## config.mk

```make
export PLATFORM = sky130hd
export DESIGN_NAME = crc32_forge_patch
export DESIGN_NICKNAME = d
export VERILOG_FILES = /design/src/rtl/core/cfp_pkg.sv /design/src/rtl/core/crc32_forge_patch.sv
export SDC_FILE = /design/constraint.sdc
export NUM_CORES = 1
export LEC_CHECK = 0
export BUFFER_PORTS_ARGS = -buffer_cell sky130_fd_sc_hd__buf_2
export CORE_MARGIN = 2
export CORE_UTILIZATION = 65
export DETAILED_ROUTE_END_ITERATION = 10
export HOLD_SLACK_MARGIN = 0.15
export PLACE_DENSITY_LB_ADDON = 0.15
export SKIP_LAST_GASP = 1
export SLEW_MARGIN = 5
export SYNTH_ARGS = -nofsm -noshare
export SYNTH_HDL_FRONTEND = slang
export SYNTH_SLANG_ARGS = --single-unit
```

## constraint.sdc

```tcl
create_clock -name clk -period 9.9 [get_ports clk]
set_input_delay 0.99 -clock clk [delete_from_list [all_inputs] [get_ports clk]]
set_output_delay 0.99 -clock clk [all_outputs]
set_load 0.01 [all_outputs]
```

## src/rtl/core/cfp_pkg.sv

```systemverilog
// ---------------------------------------------------------------------------
// cfp_pkg
// Constants and CRC-32 step functions for the forge patch block.
// ---------------------------------------------------------------------------
`timescale 1ns / 1ps
`default_nettype none

package cfp_pkg;

  localparam int unsigned CRC_W = 32;
  localparam int unsigned BYTE_W = 8;
  localparam int unsigned CRC_BYTES = CRC_W / BYTE_W;

  localparam logic [CRC_W-1:0] CRC_PRESET    = 32'hFFFF_FFFF;
  localparam logic [CRC_W-1:0] CRC_POLY      = 32'hEDB8_8320;
  localparam logic [CRC_W-1:0] CRC_POLY_BACK = 32'hDB71_0641;
  localparam logic [CRC_W-1:0] TARGET_RESET  = 32'hFEEF_B9EB;

  // One forward byte step of the reflected CRC.
  function automatic logic [CRC_W-1:0] crc_fwd_byte(input logic [CRC_W-1:0] crc,
                                                    input logic [BYTE_W-1:0] data);
    logic [CRC_W-1:0] c;
    c = crc ^ {{(CRC_W-BYTE_W){1'b0}}, data};
    for (int k = 0; k < BYTE_W; k++) begin
      c = c[0] ? ((c >> 1) ^ CRC_POLY) : (c >> 1);
    end
    return c;
  endfunction

  // One backward byte step: undo eight shifts, then inject a byte.
  function automatic logic [CRC_W-1:0] crc_back_byte(input logic [CRC_W-1:0] crc,
                                                     input logic [BYTE_W-1:0] data);
    logic [CRC_W-1:0] c;
    c = crc;
    for (int k = 0; k < BYTE_W; k++) begin
      c = c[CRC_W-1] ? ((c << 1) ^ CRC_POLY_BACK) : (c << 1);
    end
    return c ^ {{(CRC_W-BYTE_W){1'b0}}, data};
  endfunction

  // Four backward steps from the target, high byte of the forward state first.
  function automatic logic [CRC_W-1:0] crc_forge(input logic [CRC_W-1:0] target,
                                                 input logic [CRC_W-1:0] fwd);
    logic [CRC_W-1:0] b;
    b = target ^ CRC_PRESET;
    for (int i = CRC_BYTES - 1; i >= 0; i--) begin
      b = crc_back_byte(b, fwd[i*BYTE_W +: BYTE_W]);
    end
    return b;
  endfunction

endpackage

`default_nettype wire

```

## src/rtl/core/crc32_forge_patch.sv

```systemverilog
// ---------------------------------------------------------------------------
// crc32_forge_patch
// Running CRC-32 over a byte stream; emits a 4-byte patch forcing a target.
// ---------------------------------------------------------------------------
// Input channel: one message byte per beat (in_data_byte), in_last_byte marks
// the final byte. Output channel: one beat per message, out_patch_word, whose
// low byte is appended first so the patched message hits the target CRC.
// cfg_wr_en/cfg_wr_data load the target CRC; write only while idle.
// Throughput: one byte per cycle while in_stall is low. Each beat is held in
// the input register, then the CRC step (and on a last byte the four backward
// steps) runs in one pass into the result register.
// Result: once the last byte is in the input register and the result register
// is free, the patch word is registered and out_valid rises.
// Reset: running CRC preset to all ones, target to 0xFEEFB9EB, no beats held.
// Stall: while a result waits, non-last bytes keep flowing; a last byte
// waits in the input register and in_stall rises until the result is taken.
// ---------------------------------------------------------------------------
`timescale 1ns / 1ps
`default_nettype none

module crc32_forge_patch
  import cfp_pkg::*;
(
  input  wire logic              clk,
  input  wire logic              rst_n,
  input  wire logic              cfg_wr_en,
  input  wire logic [CRC_W-1:0]  cfg_wr_data,
  input  wire logic              in_valid,
  output logic                   in_stall,
  input  wire logic [BYTE_W-1:0] in_data_byte,
  input  wire logic              in_last_byte,
  output logic                   out_valid,
  input  wire logic              out_stall,
  output logic [CRC_W-1:0]       out_patch_word
);

  logic [CRC_W-1:0]  target_r;
  logic [CRC_W-1:0]  crc_r, crc_nxt;
  logic              a_valid_r;
  logic [BYTE_W-1:0] a_byte_r;
  logic              a_last_r;
  logic              out_valid_r, out_valid_nxt;
  logic [CRC_W-1:0]  patch_r;
  logic [CRC_W-1:0]  crc_step;
  logic              out_free, a_adv, in_acc, res_load;

  assign out_free = !out_valid_r || !out_stall;
  assign a_adv    = a_valid_r && (!a_last_r || out_free);
  assign in_stall = a_valid_r && !a_adv;
  assign in_acc   = in_valid && !in_stall;
  assign res_load = a_adv && a_last_r;

  assign crc_step = crc_fwd_byte(crc_r, a_byte_r);

  always_comb begin
    crc_nxt = crc_r;
    if (a_adv) begin
      crc_nxt = a_last_r ? CRC_PRESET : crc_step;
    end
  end

  always_comb begin
    out_valid_nxt = out_valid_r && out_stall;
    if (res_load) begin
      out_valid_nxt = 1'b1;
    end
  end

  always_ff @(posedge clk) begin
    if (!rst_n) begin
      target_r    <= TARGET_RESET;
      crc_r       <= CRC_PRESET;
      a_valid_r   <= 1'b0;
      out_valid_r <= 1'b0;
    end else begin
      if (cfg_wr_en) begin
        target_r <= cfg_wr_data;
      end
      crc_r       <= crc_nxt;
      a_valid_r   <= in_acc || (a_valid_r && !a_adv);
      out_valid_r <= out_valid_nxt;
    end
  end

  always_ff @(posedge clk) begin
    if (in_acc) begin
      a_byte_r <= in_data_byte;
      a_last_r <= in_last_byte;
    end
    if (res_load) begin
      patch_r <= crc_forge(target_r, crc_step);
    end
  end

  assign out_valid      = out_valid_r;
  assign out_patch_word = patch_r;

endmodule

`default_nettype wire

```

# Word-level counts from Yosys, hierarchy flattened

Index checks and enable logic that the tools add are counted.

Flip-flop bits (word level): 107
Input bits: 46
Output and inout bits: 34
Logic and storage cells: 108

Muxes and demuxes: 42
Bitwise operators: 46
Reduce and logical (&&, ||, !) cells: 13

Operators by type and width:

| kind                 | number |
|---|---|
| two-way mux 32 bit   | 41 |
| NOT 14 bit           | 32 |
| XOR 32 x 8 -> 32 bit | 5 |
| NOT 13 -> 14 bit     | 8 |
| NOT 32 bit           | 1 |
| logical AND 1 bit    | 5 |
| zero test 1 bit      | 5 |
| logical OR 1 bit     | 3 |
| two-way mux 1 bit    | 1 |

# Longest topological paths before layout

Depth in word-level cells: 69
Depth in mapped cells: 10
Mapped depth without buffers: 9

# Least setup slack after synthesis

No wires, ideal clock.

Path type: register -> register
Start: reg target_r[24]
End: reg patch_r[20], in the netlist out_patch_word[20], data pin
Library setup time: 268 ps
Arrival: 4294 ps
Data required time: 9632 ps
Path slack: 5338 ps
Stages on the path, launching flop included: 11
Buffers on the path: 1
Period minus slack after synthesis: 4562 ps
Cells stage by stage: dfxtp_1 > buf_6 > xnor3_2 > xnor3_4 > xor2_4 > xnor3_2 > xor2_1 > xnor3_2 > xnor3_2 > xnor3_2 > xnor3_1

Longest elaborated chain between the ends: 58
Elaborated cells between the ends (all ways): 66
Those cells by class: 32 x mux; 34 x bitwise

Ends and longest elaborated chain:

| element                             | RTL line                | RTL |
|---|---|---|
| start, declared                     | crc32_forge_patch.sv:37 | `logic [CRC_W-1:0] target_r;` |
| start signal, assigned              | crc32_forge_patch.sv:77 | `target_r <= cfg_wr_data;` |
| NOT 32 bit (no source line) (*)     | n/a                     |  |
| NOT 14 bit (no source line)         | n/a                     |  |
| two-way mux 32 bit (*) (2 in a row) | cfp_pkg.sv:36           | `c = c[CRC_W-1] ? ((c << 1) ^ CRC_POLY_BACK) : (c << 1);` |
| NOT 14 bit (no source line)         | n/a                     |  |
| two-way mux 32 bit (*)              | cfp_pkg.sv:36           |  |
| NOT 14 bit (no source line)         | n/a                     |  |
| two-way mux 32 bit (*) (2 in a row) | cfp_pkg.sv:36           |  |
| NOT 14 bit (no source line)         | n/a                     |  |
| (+38 left out)                      | n/a                     |  |
| two-way mux 32 bit (*)              | cfp_pkg.sv:36           |  |
| NOT 14 bit (no source line)         | n/a                     |  |
| two-way mux 32 bit (*) (2 in a row) | cfp_pkg.sv:36           |  |
| NOT 14 bit (no source line)         | n/a                     |  |
| two-way mux 32 bit (*)              | cfp_pkg.sv:36           |  |
| NOT 14 bit (no source line)         | n/a                     |  |
| two-way mux 32 bit (*) (2 in a row) | cfp_pkg.sv:36           |  |
| XOR 32 x 8 -> 32 bit (*)            | cfp_pkg.sv:38           | `return c ^ {{(CRC_W-BYTE_W){1'b0}}, data};` |
| end signal, assigned                | crc32_forge_patch.sv:91 | `patch_r <= crc_forge(target_r, crc_step);` |
| end, declared                       | crc32_forge_patch.sv:43 | `logic [CRC_W-1:0] patch_r;` |

Mark *: on every way between the ends. The rest lies on a longest branch, timed or not.
A chain may end at the register's enable or synchronous reset.

# Worst setup path in the final report

Start: reg target_r[30]
End: reg patch_r[20], in the netlist out_patch_word[20], data pin

Longest elaborated chain between the ends: 57
Elaborated cells between the ends (all ways): 68
Those cells by class: 32 x mux; 36 x bitwise

Ends and longest elaborated chain:

| element                                                                  | RTL line |
|---|---|
| NOT 32 bit (no source line) (*)                                          | n/a |
| NOT 14 bit (no source line)                                              | n/a |
| two-way mux 32 bit (*) (3 in a row)                                      | cfp_pkg.sv:36 |
| NOT 14 bit (no source line) / two-way mux 32 bit (equally long branches) | n/a |
| two-way mux 32 bit (*) (2 in a row)                                      | cfp_pkg.sv:36 |
| NOT 14 bit (no source line) / two-way mux 32 bit (equally long branches) | n/a |
| two-way mux 32 bit (*)                                                   | cfp_pkg.sv:36 |
| NOT 14 bit (no source line) / two-way mux 32 bit (equally long branches) | n/a |
| (+36 left out)                                                           | n/a |
| two-way mux 32 bit (*)                                                   | cfp_pkg.sv:36 |
| NOT 14 bit (no source line) / two-way mux 32 bit (equally long branches) | n/a |
| two-way mux 32 bit (*) (2 in a row)                                      | cfp_pkg.sv:36 |
| NOT 14 bit (no source line) / two-way mux 32 bit (equally long branches) | n/a |
| two-way mux 32 bit (*)                                                   | cfp_pkg.sv:36 |
| NOT 14 bit (no source line) / two-way mux 32 bit (equally long branches) | n/a |
| two-way mux 32 bit (*) (2 in a row)                                      | cfp_pkg.sv:36 |
| XOR 32 x 8 -> 32 bit (*)                                                 | cfp_pkg.sv:38 |

Marked as above.

==> key figures <==
Critical path
  • R2R Setup Slk: roughly 4.7 ns
  • Kind of critical path: reg2reg
  • WP data arrival: roughly 5.3 ns
  • Worst Path Required: about 10 ns
  • Cell depth of the worst flop-to-flop path: 9
  • Worst setup SP type: flip-flop
  • Max Fanout on Critical Path: 12
  • Crit-path cells: xnor3_1, xnor2_2, xnor3_1, xnor3_2, xor2_1, xnor3_2, xnor3_2, xnor3_2, xnor3_1
  • Cell with the largest stage delay on the worst path: dfxtp_1
  • Critical Path Sink Type: flip-flop
  • Cell repeated most along the worst path: xnor3_2
  • Delay of the slowest cell on the worst path: approximately 0.75 ns

Detailed routing
  • Post-route DRC: 0
  • Via Count: just under 5k
  • Initial DRC Count: 364
  • Detailed Route WL: about 17 mm
  • Pre-antenna DRT Iters: 5
  • Number of nets still failing antenna checks after routing: 0
  • Vias/cell: between 5 and 6
  • Routed length per placed instance: approximately 20 microns

Yosys
  • Yosys Warn Count: 0
  • Proportion of register bits with asynchronous set or reset after synthesis: 0
  • Post-synthesis instance area: around 0.0079 sq mm
  • Cells after synthesis: between 600 and 700
  • Proportion of netlist area held by the largest area contributor: 0.261
  • Number of register bits inferred by synthesis: between 100 and 150
  • Most instantiated library cell after synthesis: xnor2_1
  • Area leader, netlist: xnor2_1
  • Per-instance average area after synthesis: ~12 sq um
  • Number of different library cells in the post-synthesis netlist: 29
  • Cells taking the most area after synthesis: xnor2_1, dfxtp_1, edfxtp_1
  • Post-Syn Nets: slightly above 700
  • Synth cell count leaders: xnor2_1, xor2_1, dfxtp_1
  • Share of synthesized area occupied by flip-flops and latches: 0.323
  • Number of enable flip-flop cells after synthesis: 41
  • Most used flip-flop cell after synthesis: dfxtp_1

CTS
  • CTS H-Tree Depth: 3
  • Hold-fix buffers at CTS: 0
  • Max Buffers Root-to-Sink: 2
  • Post-CTS Setup Repair Bufs: 0
  • Clock-pin slew on the worst setup and hold paths: ~0.08 ns
  • Post-cts resize count: 0
  • Clk Latency, worst-skew pair: 0.36 ns
  • Number of CTS-inserted buffers: 9
  • TritonCTS clock tree: done
  • Clk sinks: around 110
  • Clock Tree Root: clkbuf_16

Place
  • Post-DP HPWL: between 10 and 15 mm
  • Global placer's final weighted congestion: 0.957
  • Number of port buffers: ~80
  • Setup slack at placement: 4.79 ns

STA
  • Final TNS setup: 0 ns
  • Layout Skew: 0.0101 ns
  • Worst Slack Setup Final: between 4 and 5 ns
  • Worst Max-Slew Pin Slew: ~1.2 ns
  • Relative slew margins: 0.178
  • Final setup viols: 0
  • Unrepaired setup endpoints after global routing: false
  • Crit path time final: about 5.2 ns
  • Final-report hold violation count: 0
  • Max Slew Vio Count: 0
  • Part of the cycle the worst path needs: 0.521
  • Upper clock frequency limit: between 150 and 200 MHz

GRT
  • Number of global-route vias before repair: 4,778
  • Antenna violations before repair: 0
  • Total routing resource utilization after global routing: 0.283
  • GRT Residual Overflow: 0
  • First-pass GRT wire length: approximately 27 mm
  • Pin count of the biggest net entering global routing: 58

Finish
  • Layout cell share with drive strength beyond 1: 0.159
  • Register cell area after layout: between 0.002 and 0.003 sq mm
  • Multi-input gate area in the final layout: approximately 0.0052 sq mm
  • Count of fill cells added during filler insertion: around 860
  • Count of inserted antenna diode cells: 0
  • Total number of nets in the final design: just under 800
  • Synthesis-to-finish area growth: 9.60%

Die
  • Number of cell rows: 40
  • Height of the die: 114 microns
  • Die footprint: 0.0130 sq mm
  • Initial Util: 0.663
  • Top Ports: 80
  • Horizontal die dimension: ~110 microns
  • Core region area: about 0.012 sq mm

Run
  • Total of max-cap violations: 0

Hold path
  • Min-delay worst type: reg2reg
  • Hold path depth: 2

Outcome
  • Outcome: completed
[path summary, 6_finish.rpt]
kind / to / startpoint
min: crc_r[7] / crc_r[7]
max reg2reg: out_patch_word[20] / target_r[30]
min reg2reg: crc_r[7] / crc_r[7]
max: out_patch_word[20] / target_r[30]
[layout by cell type, fill, tap and decap left out, types with 2 or more instances in the layout]
cell type    n
xnor2_2      3
xnor2_1    235
xnor3_1     46
o211ai_1    25
nand2_1     63
clkbuf_16   10
buf_2       79
xor3_1       6
nand3_1      7
edfxtp_1    41
mux2i_1     32
dfxtp_1     66
nor2b_1     10
xnor3_2     12
nor2_1       3
xor2_1      73
inv_8        2
buf_4        3
[state kept, by name (all words and copies together), names as in the netlist]
register and cells:
a_last_r 1, crc_r 32, out_patch_word 32, target_r 32, a_valid_r 1, out_valid 1
a_byte_r 8
[per-layer routing]
| metal | global-route usage | vias to the layer above | part of all wire |
|---|---|---|---|
| met5 | 0 | - | 0 |
| met4 | 0.0707 | 0 | 0.014 |
| met3 | 0.0582 | 18 | 0.061 |
| met2 | 0.431 | 144 | 0.45 |
| met1 | 0.415 | 2376 | 0.48 |
| li1 | - | 2304 | - |
[worst max-delay path: cells and delay by family (launching register included)]
| family | cells | cell delay (ns) |
|---|---|---|
| flip-flops | 1 | 0.75 |
| XOR/XNOR | 9 | 4.15 |
[stage by stage]
step                hold WS, ns  instance area, sq um   util  instances
global placement          0.470                  8350  0.701        861
detailed placement        0.481                  8350  0.701        861
CTS                       0.492                  8650  0.726        877
finish                    0.485                  8650  0.726        877
floorplan                 0.444                  7900      -        662
global route              0.509                  8650  0.726        877
[logic make-up (layout without fill, tap and decap cells)]
group	count (synthesis)	after routing	share of synthesized area
and+or+nand+nor	85	85	0.0453
DFF	107	107	0.323
buffers and inverters	31	99	0.0195
muxes	32	32	0.0406
AOI/OAI and AO/OA	28	28	0.0260
xor gates and xnor gates	379	379	0.545
[cell type report]
cell class              count  share of cell area
repair buffers             82              0.0483
well taps                 147              0.0213
clock buffers              10              0.0289
multi-input cells         524               0.600
inverters                   1            0.000434
clock inverters             6             0.00651
flip-flops and latches    107               0.295
Power is left out: the tool's default activity adds up to more than one toggle a clock period on the data nets, which glitch-free logic cannot reach.
